### config.mk
export PLATFORM = sky130hd
export DESIGN_NAME = float_unary_special_unit
export DESIGN_NICKNAME = d
export VERILOG_FILES = /design/src/rtl/fus_pkg.sv /design/src/rtl/fus_ctrl.sv /design/src/rtl/fus_datapath.sv /design/src/rtl/float_unary_special_unit.sv
export SDC_FILE = /design/constraint.sdc
export NUM_CORES = 2
export LEC_CHECK = 0
export ABC_AREA = 1
export ABC_CLOCK_PERIOD_IN_PS = 9400
export BUFFER_PORTS_ARGS = -buffer_cell sky130_fd_sc_hd__buf_2
export CORE_UTILIZATION = 23
export CTS_CLUSTER_SIZE = 40
export DETAILED_ROUTE_END_ITERATION = 12
export SKIP_LAST_GASP = 1
export SLEW_MARGIN = 20
export SYNTH_ARGS = -nofsm -noshare
export SYNTH_HDL_FRONTEND = slang
export SYNTH_SLANG_ARGS = --single-unit
export TNS_END_PERCENT = 1
### constraint.sdc
create_clock -name clk -period 9.4 [get_ports clk]
set_input_delay 0.47 -clock clk [delete_from_list [all_inputs] [get_ports clk]]
set_output_delay 0.47 -clock clk [all_outputs]
set_load 0.01 [all_outputs]
### src/rtl/fus_pkg.sv
// Shared codes, constants and control bundles for the float unary unit.
`default_nettype none
package fus_pkg;

  localparam logic [3:0] ACT_SQRT   = 4'd0;
  localparam logic [3:0] ACT_RSQRT  = 4'd1;
  localparam logic [3:0] ACT_RECIP  = 4'd2;
  localparam logic [3:0] ACT_SQUARE = 4'd3;
  localparam logic [3:0] ACT_ABS    = 4'd4;
  localparam logic [3:0] ACT_NEG    = 4'd5;
  localparam logic [3:0] ACT_ROUND  = 4'd6;
  localparam logic [3:0] ACT_FLOOR  = 4'd7;
  localparam logic [3:0] ACT_CEIL   = 4'd8;

  localparam logic [1:0] ST_OK     = 2'd0;
  localparam logic [1:0] ST_DOMAIN = 2'd1;
  localparam logic [1:0] ST_SKIP   = 2'd2;

  localparam logic [31:0] SIGN_BIT  = 32'h8000_0000;
  localparam logic [31:0] INF_BITS  = 32'h7F80_0000;
  localparam logic [31:0] QUIET_BIT = 32'h0040_0000;
  localparam logic [31:0] ONE_BITS  = 32'h3F80_0000;

  typedef struct packed {
    logic load;
    logic check;
    logic link;
    logic norm;
    logic prep;
    logic iter;
    logic round;
    logic emit;
  } fus_cmd_t;

  typedef struct packed {
    logic direct;
    logic chain;
    logic normed;
    logic is_square;
    logic iter_done;
    logic out_busy;
  } fus_sts_t;

endpackage
`default_nettype wire

### src/rtl/fus_ctrl.sv
// Sequencer for the float unary unit.
`default_nettype none
module fus_ctrl (
  input  wire               clk,
  input  wire               rst_n,
  input  wire               in_valid,
  output logic              in_stall,
  input  fus_pkg::fus_sts_t sts,
  output fus_pkg::fus_cmd_t cmd
);
  import fus_pkg::*;

  typedef enum logic [7:0] {
    S_IDLE   = 8'b0000_0001,
    S_CHECK  = 8'b0000_0010,
    S_LINK   = 8'b0000_0100,
    S_NORM   = 8'b0000_1000,
    S_PREP   = 8'b0001_0000,
    S_ITER   = 8'b0010_0000,
    S_ROUND  = 8'b0100_0000,
    S_FINISH = 8'b1000_0000
  } state_t;

  state_t state_r, state_nxt;

  always_comb begin
    state_nxt = state_r;
    cmd       = '0;
    unique case (state_r)
      S_IDLE: begin
        cmd.load = in_valid;
        if (in_valid) state_nxt = S_CHECK;
      end
      S_CHECK: begin
        cmd.check = 1'b1;
        if (!sts.direct)    state_nxt = S_NORM;
        else if (sts.chain) state_nxt = S_LINK;
        else                state_nxt = S_FINISH;
      end
      S_LINK: begin
        // rsqrt: the rounded root goes back in as a reciprocal request
        cmd.link  = 1'b1;
        state_nxt = S_CHECK;
      end
      S_NORM: begin
        cmd.norm = 1'b1;
        if (sts.normed) state_nxt = S_PREP;
      end
      S_PREP: begin
        cmd.prep  = 1'b1;
        state_nxt = sts.is_square ? S_ROUND : S_ITER;
      end
      S_ITER: begin
        cmd.iter = 1'b1;
        if (sts.iter_done) state_nxt = S_ROUND;
      end
      S_ROUND: begin
        cmd.round = 1'b1;
        state_nxt = sts.chain ? S_LINK : S_FINISH;
      end
      S_FINISH: begin
        cmd.emit = !sts.out_busy;
        if (!sts.out_busy) state_nxt = S_IDLE;
      end
      default: state_nxt = S_IDLE;
    endcase
  end

  always_ff @(posedge clk) begin
    if (!rst_n) state_r <= S_IDLE;
    else        state_r <= state_nxt;
  end

  assign in_stall = (state_r != S_IDLE);

endmodule
`default_nettype wire

### src/rtl/fus_datapath.sv
// Datapath: special cases, normalize, shared root/divide recurrence, rounding, output register.
`default_nettype none
module fus_datapath (
  input  wire               clk,
  input  wire               rst_n,
  input  wire  [3:0]        in_action,
  input  wire  [31:0]       in_operand_bits,
  input  wire               in_last_of_run,
  input  fus_pkg::fus_cmd_t cmd,
  output fus_pkg::fus_sts_t sts,
  output logic              out_valid,
  input  wire               out_stall,
  output logic [31:0]       out_value_bits,
  output logic [1:0]        out_status,
  output logic              out_end_of_run
);
  import fus_pkg::*;

  // round half away / floor / ceil on the bit pattern
  function automatic logic [31:0] integral(input logic [31:0] x, input logic [3:0] act);
    logic        sgn;
    logic [31:0] m;
    logic [7:0]  e;
    logic [4:0]  fb;
    logic [31:0] mask;
    logic [31:0] r;
    logic        up;
    sgn  = x[31];
    m    = {1'b0, x[30:0]};
    e    = x[30:23];
    r    = x;
    fb   = 5'd0;
    mask = 32'd0;
    up   = 1'b0;
    if (e >= 8'd150) begin
      r = x;
    end else if (e < 8'd127) begin
      if (act == ACT_ROUND)     r = {sgn, (e == 8'd126) ? ONE_BITS[30:0] : 31'd0};
      else if (m == 32'd0)      r = x;
      else if (act == ACT_FLOOR) r = sgn ? (SIGN_BIT | ONE_BITS) : 32'd0;
      else                      r = sgn ? SIGN_BIT : ONE_BITS;
    end else begin
      fb   = 5'(8'd150 - e);
      mask = (32'd1 << fb) - 32'd1;
      if (act == ACT_ROUND) begin
        m = m + (32'd1 << (fb - 5'd1));
      end else begin
        up = (act == ACT_FLOOR) ? sgn : !sgn;
        if (up && ((m & mask) != 32'd0)) m = (m | mask) + 32'd1;
      end
      r = {sgn, m[30:0] & ~mask[30:0]};
    end
    return r;
  endfunction

  // value = sig * 2^e_in, sig leading one at bit 27 or 26, sticky in bit 0
  function automatic logic [31:0] round_pack(input logic sgn, input logic signed [11:0] e_in,
                                             input logic [27:0] sig_in);
    logic [27:0]        s;
    logic [27:0]        mant_w;
    logic [27:0]        remw;
    logic [27:0]        half;
    logic [27:0]        maskw;
    logic signed [11:0] ee;
    logic signed [11:0] be;
    logic [4:0]         sh;
    logic [31:0]        r;
    logic               rnd;
    s      = sig_in;
    ee     = e_in;
    mant_w = 28'd0;
    remw   = 28'd0;
    half   = 28'd0;
    maskw  = 28'd0;
    sh     = 5'd0;
    rnd    = 1'b0;
    if (!s[27]) begin
      s  = {s[26:0], 1'b0};
      ee = ee - 12'sd1;
    end
    be = ee + 12'sd154;
    if (be >= 12'sd255) begin
      r = {sgn, INF_BITS[30:0]};
    end else if (be >= 12'sd1) begin
      rnd = (s[3:0] > 4'd8) || ((s[3:0] == 4'd8) && s[4]);
      r   = {sgn, 31'd0} | ({1'b0, be[7:0] - 8'd1, 23'd0} + {8'd0, s[27:4]} + {31'd0, rnd});
    end else if (be < -12'sd23) begin
      r = {sgn, 31'd0};
    end else begin
      // subnormal result
      sh     = 5'(12'sd5 - be);
      mant_w = s >> sh;
      maskw  = (28'd1 << sh) - 28'd1;
      remw   = s & maskw;
      half   = 28'd1 << (sh - 5'd1);
      rnd    = (remw > half) || ((remw == half) && mant_w[0]);
      r      = {sgn, 31'd0} | ({4'd0, mant_w} + {31'd0, rnd});
    end
    return r;
  endfunction

  logic [31:0]        x_r;
  logic [3:0]         act_r;
  logic               last_r;
  logic               phase2_r;
  logic [23:0]        m_r;
  logic signed [11:0] ex_r;
  logic signed [11:0] exp_r;
  logic               sign_r;
  logic [27:0]        acc_r;
  logic [29:0]        rem_r;
  logic [55:0]        rad_r;
  logic [4:0]         cnt_r;
  logic [31:0]        res_r;
  logic [1:0]         stat_r;
  logic               run_failed_r;
  logic               out_valid_r;
  logic [31:0]        out_value_r;
  logic [1:0]         out_status_r;
  logic               out_end_r;

  logic [3:0]  eff;
  logic        is_sqrt;
  logic        is_square;
  logic        x_nan;
  logic        x_inf;
  logic        x_zero;
  logic        x_neg;
  logic        chk_direct;
  logic        chk_err;
  logic        chk_skip;
  logic [31:0] chk_val;
  logic [1:0]  chk_stat;
  logic [47:0] prod;
  logic [31:0] sq_p;
  logic [31:0] sq_trial;
  logic        sq_ge;
  logic [29:0] dv_p;
  logic        dv_ge;

  assign eff       = phase2_r ? ACT_RECIP : act_r;
  assign is_sqrt   = (eff == ACT_SQRT) || (eff == ACT_RSQRT);
  assign is_square = (eff == ACT_SQUARE);
  assign x_nan     = x_r[30:0] > INF_BITS[30:0];
  assign x_inf     = x_r[30:0] == INF_BITS[30:0];
  assign x_zero    = x_r[30:0] == 31'd0;
  assign x_neg     = x_r[31] && !x_nan && !x_zero;

  always_comb begin
    chk_direct = 1'b1;
    chk_err    = 1'b0;
    chk_skip   = 1'b0;
    chk_val    = 32'd0;
    if (run_failed_r && !phase2_r) begin
      chk_skip = 1'b1;
    end else begin
      unique case (eff)
        ACT_SQRT, ACT_RSQRT: begin
          if (x_neg)                       chk_err = 1'b1;
          else if (x_nan)                  chk_val = x_r | QUIET_BIT;
          else if (x_zero || x_r == INF_BITS) chk_val = x_r;
          else                             chk_direct = 1'b0;
        end
        ACT_RECIP: begin
          if (x_zero && !phase2_r) chk_err = 1'b1;
          else if (x_nan)          chk_val = x_r | QUIET_BIT;
          else if (x_inf)          chk_val = {x_r[31], 31'd0};
          else if (x_zero)         chk_val = {x_r[31], INF_BITS[30:0]};
          else                     chk_direct = 1'b0;
        end
        ACT_SQUARE: begin
          if (x_nan)       chk_val = x_r | QUIET_BIT;
          else if (x_inf)  chk_val = INF_BITS;
          else if (x_zero) chk_val = 32'd0;
          else             chk_direct = 1'b0;
        end
        ACT_ABS: chk_val = {1'b0, x_r[30:0]};
        ACT_NEG: chk_val = x_r ^ SIGN_BIT;
        ACT_ROUND, ACT_FLOOR, ACT_CEIL:
          chk_val = x_nan ? (x_r | QUIET_BIT) : integral(x_r, eff);
        default: chk_err = 1'b1;
      endcase
    end
    if (chk_skip)     chk_stat = ST_SKIP;
    else if (chk_err) chk_stat = ST_DOMAIN;
    else              chk_stat = ST_OK;
  end

  assign prod     = m_r * m_r;
  assign sq_p     = {rem_r, rad_r[55:54]};
  assign sq_trial = {2'b00, acc_r, 2'b01};
  assign sq_ge    = sq_p >= sq_trial;
  assign dv_p     = {rem_r[28:0], 1'b0};
  assign dv_ge    = dv_p >= {6'd0, m_r};

  always_ff @(posedge clk) begin
    if (cmd.load) begin
      x_r      <= in_operand_bits;
      act_r    <= in_action;
      last_r   <= in_last_of_run;
      phase2_r <= 1'b0;
    end
    if (cmd.link) begin
      x_r      <= res_r;
      phase2_r <= 1'b1;
    end
    if (cmd.check) begin
      res_r  <= chk_val;
      stat_r <= chk_stat;
      m_r    <= {x_r[30:23] != 8'd0, x_r[22:0]};
      ex_r   <= (x_r[30:23] == 8'd0) ? -12'sd149 : $signed({4'd0, x_r[30:23]}) - 12'sd150;
      sign_r <= (eff == ACT_RECIP) ? x_r[31] : 1'b0;
    end
    if (cmd.norm && !m_r[23]) begin
      m_r  <= {m_r[22:0], 1'b0};
      ex_r <= ex_r - 12'sd1;
    end
    if (cmd.prep) begin
      cnt_r <= 5'd27;
      if (is_sqrt) begin
        acc_r <= 28'd0;
        rem_r <= 30'd0;
        // make the exponent even; radicand = m << 30, or m << 31 for an odd exponent
        if (ex_r[0]) begin
          rad_r <= {1'b0, m_r, 1'b0, 30'd0};
          exp_r <= (ex_r - 12'sd31) >>> 1;
        end else begin
          rad_r <= {2'b00, m_r, 30'd0};
          exp_r <= (ex_r - 12'sd30) >>> 1;
        end
      end else if (is_square) begin
        acc_r <= prod[47:20];
        rem_r <= {29'd0, |prod[19:0]};
        exp_r <= (ex_r <<< 1) + 12'sd20;
      end else begin
        // quotient bits of 2^50 / m, most significant first
        acc_r <= 28'd0;
        rem_r <= 30'd1 << 22;
        exp_r <= -12'sd50 - ex_r;
      end
    end
    if (cmd.iter) begin
      cnt_r <= cnt_r - 5'd1;
      if (is_sqrt) begin
        rem_r <= sq_ge ? 30'(sq_p - sq_trial) : sq_p[29:0];
        acc_r <= {acc_r[26:0], sq_ge};
        rad_r <= {rad_r[53:0], 2'b00};
      end else begin
        rem_r <= dv_ge ? (dv_p - {6'd0, m_r}) : dv_p;
        acc_r <= {acc_r[26:0], dv_ge};
      end
    end
    if (cmd.round) begin
      res_r  <= round_pack(sign_r, exp_r, {acc_r[27:1], acc_r[0] | (rem_r != 30'd0)});
      stat_r <= ST_OK;
    end
    if (cmd.emit) begin
      out_value_r  <= res_r;
      out_status_r <= stat_r;
      out_end_r    <= last_r;
    end
  end

  always_ff @(posedge clk) begin
    if (!rst_n) begin
      out_valid_r  <= 1'b0;
      run_failed_r <= 1'b0;
    end else begin
      if (cmd.emit)       out_valid_r <= 1'b1;
      else if (!out_stall) out_valid_r <= 1'b0;
      if (cmd.emit) run_failed_r <= last_r ? 1'b0 : (run_failed_r | (stat_r == ST_DOMAIN));
    end
  end

  always_comb begin
    sts.direct    = chk_direct;
    sts.chain     = (act_r == ACT_RSQRT) && !phase2_r && !chk_err && !chk_skip;
    sts.normed    = m_r[23];
    sts.is_square = is_square;
    sts.iter_done = (cnt_r == 5'd0);
    sts.out_busy  = out_valid_r && out_stall;
  end

  assign out_valid      = out_valid_r;
  assign out_value_bits = out_value_r;
  assign out_status     = out_status_r;
  assign out_end_of_run = out_end_r;

endmodule
`default_nettype wire

### src/rtl/float_unary_special_unit.sv
// Top level of the single-precision unary unit.
// One request at a time: sqrt, rsqrt, reciprocal, square, abs, negate, round, floor, ceil on
// an IEEE-754 single word, round-to-nearest-even, subnormals supported. Abs, negate,
// round/floor/ceil and all special operands (NaN, zero, infinity, domain errors, skipped items)
// skip normalization and the recurrence; rsqrt passes a special root through the reciprocal
// check as well. Sqrt and reciprocal normalize a subnormal operand one bit per cycle (up to 23
// bits), then run 28 steps of the shared one-bit-per-cycle root/divide recurrence, then a
// rounding step. Square uses one 24x24 multiply instead of the recurrence. Rsqrt runs the
// root and then the reciprocal back to back. The result sits in an output register, so the
// next request is taken while the previous result waits on out_stall.
`default_nettype none
module float_unary_special_unit (
  input  wire         clk,
  input  wire         rst_n,
  input  wire         in_valid,
  output logic        in_stall,
  input  wire  [3:0]  in_action,
  input  wire  [31:0] in_operand_bits,
  input  wire         in_last_of_run,
  output logic        out_valid,
  input  wire         out_stall,
  output logic [31:0] out_value_bits,
  output logic [1:0]  out_status,
  output logic        out_end_of_run
);
  import fus_pkg::*;

  fus_cmd_t cmd;
  fus_sts_t sts;

  fus_ctrl u_ctrl (
    .clk      (clk),
    .rst_n    (rst_n),
    .in_valid (in_valid),
    .in_stall (in_stall),
    .sts      (sts),
    .cmd      (cmd)
  );

  fus_datapath u_dp (
    .clk             (clk),
    .rst_n           (rst_n),
    .in_action       (in_action),
    .in_operand_bits (in_operand_bits),
    .in_last_of_run  (in_last_of_run),
    .cmd             (cmd),
    .sts             (sts),
    .out_valid       (out_valid),
    .out_stall       (out_stall),
    .out_value_bits  (out_value_bits),
    .out_status      (out_status),
    .out_end_of_run  (out_end_of_run)
  );

endmodule
`default_nettype wire

==> metrics.csv <==
metric,value,unit
run_status,completed,
maximum_achievable_frequency,123.9,MHz
port_buffers,77,
grt_pass1_wl,245.8,mm
crit_path_end_kind,register,
start_util,23.16,%
post-synth-top-count-cell,sky130_fd_sc_hd__nand2_1,
antenna_found_initial,3,
synth.lib_cells_used.distinct,78,
routabilityCongestion,0.9864,
arrival,8410,ps
numClockSinks,285,
tightestPinTransition,1137,ps
synthMuxAreaShare,0.06732,%
fp.dieArea,0.1957,sq mm
maxSlewHeadroom,23.76,%
post_synth_main_area_contributors,"sky130_fd_sc_hd__fa_1 (19%), sky130_fd_sc_hd__edfxtp_1 (14%), sky130_fd_sc_hd__nand2_1 (14%), sky130_fd_sc_hd__inv_1 (9.9%), sky130_fd_sc_hd__ha_1 (9.3%)",
critPathLaunchType,register,
synth_simple_gate_area_share,25.98,%
clock_latency,620,ps
postSynthAreaPerCell,7.018,sq um
synth_compound_area_share,12.78,%
die_width,442.4,um
grt_util_all_layers,15.82,%
finalWorstPathRequiredPeriod,8070,ps
post_synthesis_adder_cell_area_fraction,28.36,%
core_area,0.1926,sq mm
finalNetCount,7113,
cts_hold_repair.buffers,0,
antenna_cells,0,
cts.htree.levels,1,
overflow,0,
number_of_warnings_issued_by_yosys,0,
cts_setup_buffers,0,
antenna_left,0,
post_drt_wl_per_cell,17.90,um
cts_repair_resize_count,0,
ys_seq_elements,285,
synth-edff-count,215,
cell_type_with_the_largest_total_area_after_synthesis,sky130_fd_sc_hd__fa_1,
fill_cells,21450,
buffer_levels_on_the_longest_clock_path,3,
synth_top_family_by_area,adder cells,
timing_max_transition_violations_final,0,
synth_top_cells_by_count,"sky130_fd_sc_hd__nand2_1 (1618), sky130_fd_sc_hd__inv_1 (1177), sky130_fd_sc_hd__nor2_1 (479), sky130_fd_sc_hd__fa_1 (425), sky130_fd_sc_hd__o21ai_0 (358)",
num_rows,161,
timing.critical_path.required,9740,ps
clk_pin_slew,60,ps
ys.flop_type,sky130_fd_sc_hd__edfxtp_1,
ioPinCount,78,
share_of_synthesized_area_occupied_by_flip_flops_and_latches,17.61,%
post_route_insts_no_fill,8867,
setup_tns,0,ps
synth.net_count,7153,
areaGrowthSynthToFinish,9.685,%
max_cap_viol_count,0,
detailedPlacementHpwl,128.0,mm
final.period_utilization,85.85,%
synthXorXnorAreaFrac,2.766,%
syn-cell-area,0.04461,sq mm
grt_max_degree,64,
first_global_vias,41300,
finalWirelength,158.7,mm
post_synthesis_instance_total,6356,
remaining_drcs,0,
drt_iter0_drc,4426,
timing.clock.skew,42.20,ps
post-place-cells,8809,
final_number_of_hold_violating_endpoints,0,
post-synth-top-area-fraction,19.07,%
postSynth.asyncResetShare,0,%
finalSetupViolCount,0,
rsz0062_at_grt,false,
die_h,442.4,um
min-delay-path-class,input port to register,
detailroute.via_count,42430,
drive_gt1_share,5.851,%
path_max_fanout,17,
worstSetupPathType,register to register,
drt-vias-per-instance,4.785,
tritoncts_clock_tree,yes,
cts_root_buffer,sky130_fd_sc_hd__clkbuf_16,
detailedRoute.firstPassIterationCount,8,
tritoncts.num_buffers,31,
## worst paths after layout
| kind | to | cells after the start | slack [ps] | from |
|---|---|---|---|---|
| setup / recovery | u_dp.acc_r[26]$_DFFE_PP_ | 25 | 1330 | u_dp.m_r[4]$_DFFE_PP_ |
| setup reg to reg | u_dp.acc_r[26]$_DFFE_PP_ | 25 | 1330 | u_dp.m_r[4]$_DFFE_PP_ |
| hold reg to reg | u_dp.rad_r[0]$_DFF_P_ | 2 | 430 | u_dp.rad_r[0]$_DFF_P_ |
| hold / removal | u_dp.last_r$_DFFE_PP_ | 1 | 90 | in_last_of_run |
## stage by stage
stage          setup slack (ps)  hold slack, ps  utilization (%)  cell area, sq um
5_1_grt                   697.4           74.79            25.41             48930
2_1_floorplan              2379           408.2                -             44610
6_report                   1330           88.65            25.41             48930
3_3_place_gp               1519           422.4            24.79             47750
4_1_cts                    1453           65.85            25.41             48930
3_5_place_dp               1465           428.7            24.79             47750
## routing by layer
layer  vias up  global-route usage (%)  share of wire (%)
li1      20150                       -                  -
met1     20400                   22.25                 45
met2      1674                   25.82                 45
met3       202                   1.367                7.2
met4         0                   4.222                2.8
met5         -                       0                  0
## critical path: stages (launching register included)
cell,delay (ps)
sky130_fd_sc_hd__edfxtp_1,920
sky130_fd_sc_hd__buf_4,320
sky130_fd_sc_hd__nand2_1,160
sky130_fd_sc_hd__fa_1,560
sky130_fd_sc_hd__fa_1,510
sky130_fd_sc_hd__inv_1,60
sky130_fd_sc_hd__fa_1,530
sky130_fd_sc_hd__inv_1,50
sky130_fd_sc_hd__fa_1,500
sky130_fd_sc_hd__fa_1,530
sky130_fd_sc_hd__fa_1,550
sky130_fd_sc_hd__inv_1,50
sky130_fd_sc_hd__fa_1,510
sky130_fd_sc_hd__ha_1,450
sky130_fd_sc_hd__a21oi_1,260
sky130_fd_sc_hd__o21ai_0,200
sky130_fd_sc_hd__a21oi_1,160
sky130_fd_sc_hd__o21ai_0,90
sky130_fd_sc_hd__a21oi_1,190
sky130_fd_sc_hd__inv_1,130
sky130_fd_sc_hd__nand3_1,80
sky130_fd_sc_hd__o311ai_0,200
sky130_fd_sc_hd__nand3_1,140
sky130_fd_sc_hd__o211ai_1,110
sky130_fd_sc_hd__o21ai_0,380
sky130_fd_sc_hd__o21ai_0,160
## cell type report
cell class / instances / area [sq um] / area share, %
multi-input cells: 4640 / 31280 / 63.92
flip-flops and latches: 285 / 7858 / 16.06
well taps: 2526 / 3161 / 6.459
clock inverters: 21 / 361.6 / 0.7390
repair buffers: 146 / 903.4 / 1.846
clock buffers: 37 / 818.3 / 1.672
inverters: 1212 / 4553 / 9.305
## kinds of logic after synthesis
family	after synthesis
muxes	3
adders and majority gates	756
and+or+nand+nor	2727
DFF	285
xor gates and xnor gates	140
buffers and inverters	1431
AOI/OAI and AO/OA	1014
## state kept, by name, indices dropped and copies added (netlist names)
name	flops
u_dp.res_r	32
u_dp.cnt_r	5
u_dp.acc_r	28
u_dp.run_failed_r	1
u_dp.rem_r	30
u_dp.exp_r	12
u_dp.out_status	2
u_dp.ex_r	12
u_dp.out_end_of_run	1
u_dp.act_r	4
u_dp.out_valid	1
u_dp.out_value_bits	32
u_dp.m_r	24
u_dp.last_r	1
u_dp.x_r	32
u_dp.stat_r	2
u_dp.rad_r	56
u_ctrl.state_r	8
u_dp.sign_r	1
u_dp.phase2_r	1
## placed cells by master, fill, tap and decap left out, drive strengths merged, types with 27 or more instances in the layout
cell type / instances
o21ai: 444
nor4: 44
nand3: 314
dfxtp: 70
inv: 1207
clkbuf: 37
nor2: 526
nor3: 77
xor2: 88
edfxtp: 215
o211ai: 52
ha: 331
nand2: 1639
fa: 425
o22ai: 53
or2: 30
a21oi: 326
nand4: 71
a31oi: 27
buf: 146
xnor2: 52
Power is left out: the tool's default activity adds up to more than one toggle a clock period on the data nets, which glitch-free logic cannot reach.
